--- src/hw/rtl/zcs_pkg.sv ---
package zcs_pkg;

  // Input kinds
  localparam logic [1:0] KIND_REQUEST = 2'd0;
  localparam logic [1:0] KIND_EDGE    = 2'd1;
  localparam logic [1:0] KIND_TICK    = 2'd2;

  // Result event codes
  localparam logic [1:0] EV_DELAYED = 2'd0;
  localparam logic [1:0] EV_DIRECT  = 2'd1;
  localparam logic [1:0] EV_DROPPED = 2'd2;

  // Configuration register indexes
  localparam int unsigned CFG_IDX_W = 1;
  localparam logic [CFG_IDX_W-1:0] CFG_CROSSING_TIMEOUT = 1'd0;
  localparam logic [CFG_IDX_W-1:0] CFG_SWITCH_DELAY     = 1'd1;

  localparam logic [15:0] CROSSING_TIMEOUT_RST = 16'd40;
  localparam logic [15:0] SWITCH_DELAY_RST     = 16'd5;
  localparam logic [15:0] TICKS_MAX            = 16'hFFFF;

  typedef struct packed {
    logic [1:0] kind;
    logic [7:0] pin_id;
    logic       pin_level;
  } in_t;

  typedef struct packed {
    logic [7:0] out_pin;
    logic       out_level;
    logic [1:0] event_code;
  } out_t;

  // One queued request: level above pin
  typedef struct packed {
    logic       level;
    logic [7:0] pin;
  } ring_entry_t;

  typedef enum logic {
    ST_IDLE,
    ST_POP
  } state_t;

endpackage

--- src/hw/rtl/zcs_ring.sv ---
module zcs_ring #(
  parameter int unsigned DEPTH = 16,
  parameter int unsigned IW    = 4
) (
  input  logic                 clk,
  input  logic                 wr_en,
  input  logic [IW-1:0]        wr_addr,
  input  zcs_pkg::ring_entry_t wr_data,
  input  logic                 rd_en,
  input  logic [IW-1:0]        rd_addr,
  output zcs_pkg::ring_entry_t rd_data
);
  import zcs_pkg::*;

  ring_entry_t mem [DEPTH];
  ring_entry_t rd_data_r;

  // Write one entry per cycle
  always_ff @(posedge clk) begin
    if (wr_en) begin
      mem[wr_addr] <= wr_data;
    end
  end

  // Registered read
  always_ff @(posedge clk) begin
    if (rd_en) begin
      rd_data_r <= mem[rd_addr];
    end
  end

  assign rd_data = rd_data_r;

endmodule

--- src/hw/rtl/zero_cross_switch_scheduler.sv ---
// Channel  | Ports                                   | Direction | Handshake
// ---------+-----------------------------------------+-----------+---------------------------
// input    | start, busy, in_data                    | in        | start & !busy
// result   | out_valid, out_data                     | out       | one-cycle strobe
// config   | cfg_valid, cfg_ready, cfg_index, cfg_data | in      | cfg_valid & cfg_ready
//
// A request, a tick or an idle edge leaves busy low; an edge that pops a queued
// request raises busy in ST_POP, since the ring's read port is registered.
// A result appears on out_data with out_valid in the cycle after its item is taken.
// Reset is synchronous on rst_n; the ring contents are not cleared and need no pass.
// The receiver cannot stall: each result stands for exactly one cycle.
module zero_cross_switch_scheduler #(
  parameter int unsigned RING_DEPTH = 16
) (
  input  logic                             clk,
  input  logic                             rst_n,
  input  logic                             start,
  output logic                             busy,
  input  zcs_pkg::in_t                     in_data,
  output logic                             out_valid,
  output zcs_pkg::out_t                    out_data,
  input  logic                             cfg_valid,
  output logic                             cfg_ready,
  input  logic [zcs_pkg::CFG_IDX_W-1:0]    cfg_index,
  input  logic [15:0]                      cfg_data
);
  import zcs_pkg::*;

  localparam int unsigned IW = (RING_DEPTH > 1) ? $clog2(RING_DEPTH) : 1;
  localparam logic [IW-1:0] LAST_IDX = IW'(RING_DEPTH - 1);

  state_t      state_r, state_nxt;
  logic [IW-1:0] rd_idx_r, rd_idx_nxt, wr_idx_r, wr_idx_nxt;
  logic [IW-1:0] rd_idx_inc, wr_idx_inc;
  ring_entry_t pending_r;
  logic        running_r, running_nxt;
  logic [15:0] ticks_r, ticks_nxt, ticks_inc;
  logic [15:0] wd_r, wd_nxt;
  logic        failed_r, failed_nxt;
  logic [15:0] timeout_r, delay_r;
  logic        out_valid_r, out_valid_nxt;
  out_t        out_data_r, out_data_nxt;

  logic        accept;
  logic        ring_full, ring_empty;
  logic        mem_wr, mem_rd;
  ring_entry_t mem_wdata, mem_rdata;

  assign accept     = start && !busy;
  assign rd_idx_inc = (rd_idx_r == LAST_IDX) ? '0 : rd_idx_r + IW'(1);
  assign wr_idx_inc = (wr_idx_r == LAST_IDX) ? '0 : wr_idx_r + IW'(1);
  assign ring_full  = (wr_idx_inc == rd_idx_r);
  assign ring_empty = (wr_idx_r == rd_idx_r);
  assign ticks_inc  = (ticks_r != TICKS_MAX) ? ticks_r + 16'd1 : ticks_r;
  assign mem_wdata  = '{level: in_data.pin_level, pin: in_data.pin_id};

  zcs_ring #(
    .DEPTH (RING_DEPTH),
    .IW    (IW)
  ) u_ring (
    .clk     (clk),
    .wr_en   (mem_wr),
    .wr_addr (wr_idx_r),
    .wr_data (mem_wdata),
    .rd_en   (mem_rd),
    .rd_addr (rd_idx_r),
    .rd_data (mem_rdata)
  );

  // Configuration registers, always ready
  assign cfg_ready = 1'b1;

  always_ff @(posedge clk) begin
    if (!rst_n) begin
      timeout_r <= CROSSING_TIMEOUT_RST;
      delay_r   <= SWITCH_DELAY_RST;
    end else if (cfg_valid && cfg_ready) begin
      unique case (cfg_index)
        CFG_CROSSING_TIMEOUT: timeout_r <= cfg_data;
        CFG_SWITCH_DELAY:     delay_r   <= cfg_data;
        default: ;
      endcase
    end
  end

  // Process one accepted request
  always_comb begin
    rd_idx_nxt    = rd_idx_r;
    wr_idx_nxt    = wr_idx_r;
    running_nxt   = running_r;
    ticks_nxt     = ticks_r;
    wd_nxt        = wd_r;
    failed_nxt    = failed_r;
    out_valid_nxt = 1'b0;
    out_data_nxt  = out_data_r;
    mem_wr        = 1'b0;
    mem_rd        = 1'b0;
    if (accept) begin
      case (in_data.kind)
        KIND_REQUEST: begin
          if (failed_r) begin
            out_valid_nxt = 1'b1;
            out_data_nxt  = '{out_pin: in_data.pin_id, out_level: in_data.pin_level,
                              event_code: EV_DIRECT};
          end else if (ring_full) begin
            out_valid_nxt = 1'b1;
            out_data_nxt  = '{out_pin: in_data.pin_id, out_level: in_data.pin_level,
                              event_code: EV_DROPPED};
          end else begin
            mem_wr     = 1'b1;
            wr_idx_nxt = wr_idx_inc;
          end
        end
        KIND_EDGE: begin
          wd_nxt     = '0;
          failed_nxt = 1'b0;
          if (!running_r && !ring_empty) begin
            mem_rd      = 1'b1;
            rd_idx_nxt  = rd_idx_inc;
            running_nxt = 1'b1;
            ticks_nxt   = '0;
          end
        end
        KIND_TICK: begin
          // Watchdog first, then the switch delay
          if (!failed_r) begin
            if (wd_r < timeout_r) begin
              wd_nxt = wd_r + 16'd1;
            end else begin
              failed_nxt = 1'b1;
            end
          end
          if (running_r) begin
            ticks_nxt = ticks_inc;
            if (ticks_inc >= delay_r) begin
              running_nxt   = 1'b0;
              out_valid_nxt = 1'b1;
              out_data_nxt  = '{out_pin: pending_r.pin, out_level: pending_r.level,
                                event_code: EV_DELAYED};
            end
          end
        end
        default: ;
      endcase
    end
  end

  // Pop sequencer: hold off requests while the ring read is in flight
  always_comb begin
    state_nxt = state_r;
    busy      = 1'b0;
    unique case (state_r)
      ST_IDLE: begin
        if (mem_rd) begin
          state_nxt = ST_POP;
        end
      end
      ST_POP: begin
        busy      = 1'b1;
        state_nxt = ST_IDLE;
      end
      default: state_nxt = ST_IDLE;
    endcase
  end

  always_ff @(posedge clk) begin
    if (!rst_n) begin
      state_r     <= ST_IDLE;
      rd_idx_r    <= '0;
      wr_idx_r    <= '0;
      running_r   <= 1'b0;
      ticks_r     <= '0;
      wd_r        <= '0;
      failed_r    <= 1'b0;
      out_valid_r <= 1'b0;
    end else begin
      state_r     <= state_nxt;
      rd_idx_r    <= rd_idx_nxt;
      wr_idx_r    <= wr_idx_nxt;
      running_r   <= running_nxt;
      ticks_r     <= ticks_nxt;
      wd_r        <= wd_nxt;
      failed_r    <= failed_nxt;
      out_valid_r <= out_valid_nxt;
    end
  end

  // Capture the popped entry and the result payload
  always_ff @(posedge clk) begin
    if (!rst_n) begin
      pending_r <= '0;
    end else if (state_r == ST_POP) begin
      pending_r <= mem_rdata;
    end
  end

  always_ff @(posedge clk) begin
    out_data_r <= out_data_nxt;
  end

  assign out_valid = out_valid_r;
  assign out_data  = out_data_r;

  // The pop wait follows only an accepted edge that started a delay
  property p_pop_after_edge;
    @(posedge clk) disable iff (!rst_n)
      (state_r == ST_POP) |-> ($past(accept && in_data.kind == KIND_EDGE) && running_r);
  endproperty
  a_pop_after_edge: assert property (p_pop_after_edge)
    else $error("pop wait without an edge that started a delay");

  // A full ring never takes another entry
  property p_no_overflow;
    @(posedge clk) disable iff (!rst_n)
      (accept && in_data.kind == KIND_REQUEST && ring_full) |=> $stable(wr_idx_r);
  endproperty
  a_no_overflow: assert property (p_no_overflow)
    else $error("write index advanced on a full ring");

  // Every result stems from an item taken the cycle before
  property p_result_from_item;
    @(posedge clk) disable iff (!rst_n)
      out_valid_r |-> $past(accept);
  endproperty
  a_result_from_item: assert property (p_result_from_item)
    else $error("result without an accepted item");

  // A delayed drive ends the running delay
  property p_delay_ends;
    @(posedge clk) disable iff (!rst_n)
      (out_valid_r && out_data_r.event_code == EV_DELAYED) |-> (!running_r && $past(running_r));
  endproperty
  a_delay_ends: assert property (p_delay_ends)
    else $error("delayed drive while delay still running");

endmodule

--- config.mk ---
export PLATFORM = sky130hd
export DESIGN_NAME = zero_cross_switch_scheduler
export DESIGN_NICKNAME = d
export VERILOG_FILES = /design/src/hw/rtl/zcs_pkg.sv /design/src/hw/rtl/zcs_ring.sv /design/src/hw/rtl/zero_cross_switch_scheduler.sv
export SDC_FILE = /design/constraint.sdc
export NUM_CORES = 1
export LEC_CHECK = 0
export ABC_AREA = 0
export BUFFER_PORTS_ARGS = -buffer_cell sky130_fd_sc_hd__buf_4
export CORE_MARGIN = 2
export CORE_UTILIZATION = 55
export CTS_BUF_LIST = sky130_fd_sc_hd__clkbuf_4 sky130_fd_sc_hd__clkbuf_8
export CTS_CLUSTER_DIAMETER = 80
export CTS_CLUSTER_SIZE = 10
export DETAILED_ROUTE_END_ITERATION = 16
export PLACE_DENSITY = 0.68
export SETUP_SLACK_MARGIN = 0.5
export SLEW_MARGIN = 5
export SYNTH_ARGS = -nofsm -noshare
export SYNTH_HDL_FRONTEND = slang
export SYNTH_HIERARCHICAL = 1
export SYNTH_SLANG_ARGS = --single-unit
--- constraint.sdc ---
create_clock -name clk -period 4.16 [get_ports clk]
set_input_delay 0.832 -clock clk [delete_from_list [all_inputs] [get_ports clk]]
set_output_delay 0.832 -clock clk [all_outputs]
set_load 0.05 [all_outputs]
==> results.py, run 1 <==
metrics = {
    "clocking": {
        "htree_num_levels": 1,
        "ctsResizeCount": 0,
        "path_clk_slew_ns": 0.08,
        "cts_buffer_depth": 3,
        "post_cts_buffers": 0,
        "cts_hold_buffers": 0,
        "clock-root-buffer": "clkbuf_8",
        "cts.sinks": 249,
        "clock_latency_ns": 0.59,
        "tritoncts": "yes",
        "cts_inserted_buffers": 28,
    },
    "worst_hold_path": {
        "min_from": "timeout_r[2]",
        "hold_class": "reg -> reg",
    },
    "finish": {
        "seq_area_mm2": 0.00663,
        "layout.nets": 1005,
        "finalNonFillerCells": 1223,
        "multi_input_area_mm2": 0.00416,
        "area_delta_synth_final_pct": 10.4,
        "n_antenna_cell": 0,
        "drive_gt1_frac": 0.170,
        "fill_cells": 1573,
    },
    "timing": {
        "period_share": 0.811,
        "fin_hold_ws_ns": 0.457,
        "maxSlewViolCount": 0,
        "timing.fmax_ghz": 0.296,
        "setup_slack_ns": 0.784,
        "final_hold_viol_count": 0,
        "setup_violations": 0,
        "skew_ns": 0.0348,
        "relSlewSlack": 0.228,
        "tns_ns": 0,
        "worstMarginPinSlew_ns": 1.15,
        "rsz0062_at_grt": "false",
        "period_needed_ns": 3.38,
    },
    "power_and_ir_drop": {
        "leakage_nw": 4.34,
        "ir_worst_vdd_mv": 0.325,
        "power.density_mw_per_mm2": 367,
    },
    "grt": {
        "grt_usage": 0.224,
        "grt_pass1_wl_um": 37800,
        "antenna_found_initial": 0,
        "grt_pass1_vias": 7004,
        "grt_overflow_total": 0,
        "grt_max_degree": 42,
    },
    "routing": {
        "drt-total-wl_um": 23800,
        "post_drt_via_cell_ratio": 5.84,
        "drt_pass1_iterations": 5,
        "drt_iter0_markers": 552,
        "num_vias": 7140,
        "wl_per_cell_um": 19.4,
        "drtAntennaViolNets": 0,
        "drc": 0,
    },
    "logic_synthesis": {
        "synth_nets": 951,
        "syn_inst": 881,
        "synth_edf_count": 164,
        "netlist_top_cells_area": "edfxtp_1 44%, dfxtp_1 15%, ha_1 4.3%",
        "netlist_area_mm2": 0.0112,
        "async_reset_ff_frac": 0,
        "synth_top_area_share": 0.441,
        "synth.largest_area_cell": "edfxtp_1",
        "synth-seq-cells": 249,
        "avgSynthCellArea_um2": 12.7,
        "synthFlopType": "edfxtp_1",
        "netlist-cell-type-count": 67,
        "ys_warn_count": 6,
        "ys_seq_area_frac": 0.594,
    },
    "critical_path": {
        "cp.required_ns": 4.37,
        "cp-end-kind": "flop",
        "r2r_start": "wr_idx_r[0]",
        "critPathKind": "reg -> reg",
        "crit_fanout": 13,
        "start_kind": "flop",
        "crit_start": "wr_idx_r[0]",
        "arrival_ns": 3.59,
    },
    "die": {
        "die_width_um": 146,
        "core_area_mm2": 0.0201,
        "initial_core_util": 0.555,
        "die_area_mm2": 0.0215,
        "pin_count": 46,
        "dieHeight_um": 146,
        "rows": 52,
    },
    "placed_design": {
        "place_hpwl_um": 15800,
        "place_inst": 1175,
        "place_congestion": 0.876,
        "post-place-ws_ns": 0.656,
        "portBuffers": 44,
    },
    "outcome": {
        "status": "finished, final reports clean",
    },
    "run": {
        "maxCapViolCount": 0,
    },
}
==> state kept, by name, indices dropped and copies added, names as in the netlist <==
signal / cells
wr_idx_r: 4
delay_r: 16
u_ring/mem: 144
rd_idx_r: 4
failed_r: 1
timeout_r: 16
out_valid: 1
ticks_r: 16
wd_r: 16
u_ring/rd_data: 9
pending_r: 9
running_r: 1
state_r: 1
out_data: 11
==> final timing paths <==
kind | slack [ns] | end | cells past startpoint
worst max-delay path | 0.78 | u_ring/mem[2][5] | 8
worst max register to register | 0.78 | u_ring/mem[2][5] | 8
worst min-delay path | 0.46 | timeout_r[2] | 2
worst min register to register | 0.46 | timeout_r[2] | 2
==> worst max-delay path, stage by stage (launching register included) <==
cell and delay [ns]:
dfxtp_1 0.59, ha_1 0.33, xor2_1 0.16, nor3_1 0.07
nor3b_1 0.30, o31ai_2 0.22, inv_1 0.16, or3b_2 0.52
nor2_1 0.63
==> where the power goes <==
part,total [mW],leakage (nW),internal [mW],switching [mW]
logic,0.223,1.87,0.0788,0.145
clock network,1.63,0.296,0.799,0.832
registers,2.67,2.17,2.65,0.0134
==> logic make-up (layout without fill, tap and decap cells) <==
| logic type | after synthesis | after routing | share of synthesized area |
|---|---|---|---|
| adder cells (fa/ha/maj) | 38 | 38 | 0.0426 |
| multiplexers | 60 | 60 | 0.100 |
| AND/OR/NAND/NOR | 270 | 270 | 0.117 |
| AO/OA/AOI/OAI | 161 | 161 | 0.0956 |
| buffers and inverters | 84 | 156 | 0.0351 |
| XOR/XNOR | 18 | 18 | 0.0155 |
| other | 1 | 1 | 0.000336 |
| flip-flops | 249 | 249 | 0.594 |
==> placed cells by master, fill, tap and decap left out, types with 4 or more instances in the layout <==
cell,count
o211ai_1,10
nand2_1,115
or4_1,7
nand4_1,9
mux2i_1,13
a31oi_1,11
mux4_1,15
and4_1,6
xnor2_1,11
a22oi_1,18
a21oi_1,54
nor3_1,14
mux2_2,11
clkbuf_8,28
and3_1,10
buf_4,67
o21ai_0,21
nor2b_1,4
inv_1,41
edfxtp_1,164
nand2b_1,8
clkbuf_4,19
and2_1,7
o21a_1,8
ha_1,38
o2111ai_1,4
xor2_1,6
a21o_1,6
mux4_2,21
a22o_1,8
nand3_1,25
dfxtp_1,83
nor2_1,45
==> metrics by stage <==
stage               instance area (um^2)  total power, mW   util
global route                       12300             4.69  0.613
detailed placement                 11800             2.95  0.585
CTS                                12300             4.56  0.613
global placement                   11800             2.94  0.585
finish                             12300             4.52  0.613
floorplan                          11200             2.85      -
==> cell type report <==
| class | instances | area share |
|---|---|---|
| Sequential cell | 249 | 0.538 |
| Multi-Input combinational cell | 548 | 0.337 |
| Clock buffer | 47 | 0.0428 |
| Timing Repair Buffer | 67 | 0.0408 |
| Tap cell | 270 | 0.0274 |
| Inverter | 41 | 0.0125 |
| Clock inverter | 1 | 0.00132 |
==> cells in the mapped netlist, drive strengths merged, types with 13 or more instances <==
cell type,count
clkbuf,33
nor2,45
mux2i,13
mux4,36
ha,38
dfxtp,85
o21ai,24
inv,41
nand3,26
a22oi,18
nand2,116
edfxtp,164
nor3,15
a21oi,55
==> per-layer routing <==
layer,track usage,vias up,wire length (um)
met1,0.307,3465,10100
met4,0.0660,0,641
met5,0,-,0
met2,0.381,217,11800
li1,-,3419,-
met3,0.0284,39,1150
Power figures use the tool's default switching activity.
==> run 2, diff against run 1 <==
Clock period 4.16 ns to 3.4 ns, I/O delays scaled along.
==> results.py, run 2 (synthesized netlist as in run 1, its figures left out) <==
metrics = {
    "power_and_ir_drop": {
        "ir_worst_vdd_mv": 0.382,
        "leakage_nw": 4.47,
        "power.density_mw_per_mm2": 435,
        "finalPower_mw": 5.53,
    },
    "finish": {
        "regMostFlops": "u_ring/mem",
        "largest_register_ffs": 144,
        "fin_area_mm2": 0.0127,
        "drive_gt1_frac": 0.226,
        "post-route-util": 0.631,
        "n_antenna_cell": 0,
        "layout_common_cells": "164 x edfxtp_1, 113 x nand2_1, 77 x buf_4",
        "area_delta_synth_final_pct": 13.7,
        "layout.nets": 1020,
        "layout_commonest_cell": "edfxtp_1",
    },
    "grt": {
        "antenna_found_initial": 0,
        "grt_max_degree": 42,
        "grt_usage": 0.230,
        "grt_pass1_wl_um": 38800,
        "grt_pass1_vias": 7423,
        "grt_overflow_total": 0,
    },
    "routing": {
        "drt-total-wl_um": 24400,
        "drt_iter0_markers": 602,
        "highest_layer": "met4",
        "wl_met2_um": 12700,
        "drc": 0,
        "wl_met3_um": 1180,
        "wl_met1_um": 9830,
        "drtAntennaViolNets": 0,
        "drt_pass1_iterations": 7,
        "num_vias": 7350,
        "post_drt_via_cell_ratio": 5.94,
        "wl_per_cell_um": 19.7,
    },
    "clocking": {
        "path_clk_slew_ns": 0.07,
        "cts_buffer_depth": 3,
        "clock_latency_ns": 0.59,
        "clock-root-buffer": "clkbuf_8",
        "cts.sinks": 249,
        "cts_inserted_buffers": 28,
        "tritoncts": "yes",
        "htree_num_levels": 1,
        "cts_hold_buffers": 0,
    },
    "worst_hold_path": {
        "hold_class": "in -> reg",
    },
    "critical_path": {
        "r2r_slack_ns": 0.31,
        "start_kind": "flop",
        "critPathKind": "reg -> reg",
        "cp-end-kind": "flop",
        "crit_top_cell": "a21o_1",
        "crit_fanout": 6,
        "arrival_ns": 3.43,
        "cp_cell_sequence": "and4_4 > nand4_1 > buf_4 > a21oi_4 > nand3_2 > xnor2_2 > ha_1 > a21o_1 > a21o_1 > a211oi_2 > o22ai_1 > a21oi_2 > o21ai_4 > buf_6 > buf_12",
        "max_stage_delay_ns": 0.35,
        "critPathSlowestCell": "dfxtp_4",
        "cp.required_ns": 3.74,
    },
    "timing": {
        "period_share": 0.909,
        "final_hold_viol_count": 0,
        "tns_ns": 0,
        "timing.fmax_ghz": 0.324,
        "setup_violations": 0,
        "rsz0062_at_grt": "true",
        "skew_ns": 0.0238,
        "period_needed_ns": 3.09,
        "worstMarginPinSlew_ns": 1.06,
        "relSlewSlack": 0.289,
        "maxSlewViolCount": 0,
    },
    "die": {
        "die_area_mm2": 0.0215,
        "pin_count": 46,
        "die_width_um": 146,
        "core_area_mm2": 0.0201,
        "dieHeight_um": 146,
        "initial_core_util": 0.555,
        "rows": 52,
    },
    "placed_design": {
        "place_hpwl_um": 16400,
        "portBuffers": 44,
        "place_congestion": 0.882,
        "dpl_cell_area_mm2": 0.0118,
    },
    "run": {
        "maxCapViolCount": 0,
    },
    "outcome": {
        "status": "finished, final reports clean",
    },
}
==> run 2: cell types whose count changed in the layout (fill, tap and decap cells not counted), moves of 5 or more <==
| cell | previous run | this run |
|---|---|---|
| nor2_1 | 45 | 35 |
| nor2_2 | 0 | 10 |
| dfxtp_4 | 0 | 5 |
| buf_4 | 67 | 77 |
| dfxtp_2 | 2 | 7 |
| dfxtp_1 | 83 | 73 |
==> run 2: timing repair <==
action                     CTS  global route
pin swaps                   20            11
gates cloned                 1             0
gates resized for setup     42            15
setup endpoints to repair   13           100
setup buffers               14             3
hold endpoints to repair     0             0
==> run 2: power by group <==
| group | leakage (nW) | total [mW] | switching, mW | internal, mW |
|---|---|---|---|---|
| clock | 0.291 | 1.97 | 1.01 | 0.965 |
| sequential | 2.17 | 3.26 | 0.0145 | 3.24 |
| combinational | 2.01 | 0.295 | 0.185 | 0.110 |
==> run 2: cell type report <==
type / count / area (um^2)
clock buffer: 46 / 520
clock inverter: 1 / 16.3
fill: 1572 / 7410
inverter: 41 / 154
multi-input combinational: 548 / 4340
sequential: 249 / 6650
tap: 270 / 338
timing repair buffer: 82 / 668
==> run 2: worst paths after layout <==
| kind | from | to | depth (start not counted) |
|---|---|---|---|
| min | cfg_data[0] | delay_r[0] | 3 |
| max reg2reg | ticks_r[3] | out_data[7] | 15 |
| min reg2reg | delay_r[1] | delay_r[1] | 2 |
| max | ticks_r[3] | out_data[7] | 15 |
==> run 2: stage by stage <==
stage               cells  setup slack (ns)  hold WS, ns
detailed placement   1172             0.114        0.452
global placement     1172             0.239        0.452
CTS                  1234             0.360        0.322
finish               1237             0.310        0.356
global route         1237             0.195        0.348
floorplan             881             0.494        0.436
==> run 2: routing by layer <==
metal	up-vias	global-route usage
met5	-	0
met4	0	0.0752
met3	52	0.0344
met2	228	0.413
met1	3625	0.287
li1	3445	-
==> run 2: worst max-delay path: cells and delay by family (launching register included) <==
kind | cells | cell delay [ns]
AO/OA/AOI/OAI | 7 | 1.12
AND/OR/NAND/NOR | 3 | 0.48
buffers and inverters | 3 | 0.42
XOR/XNOR | 1 | 0.17
adder cells (fa/ha/maj) | 1 | 0.32
flip-flops | 1 | 0.35
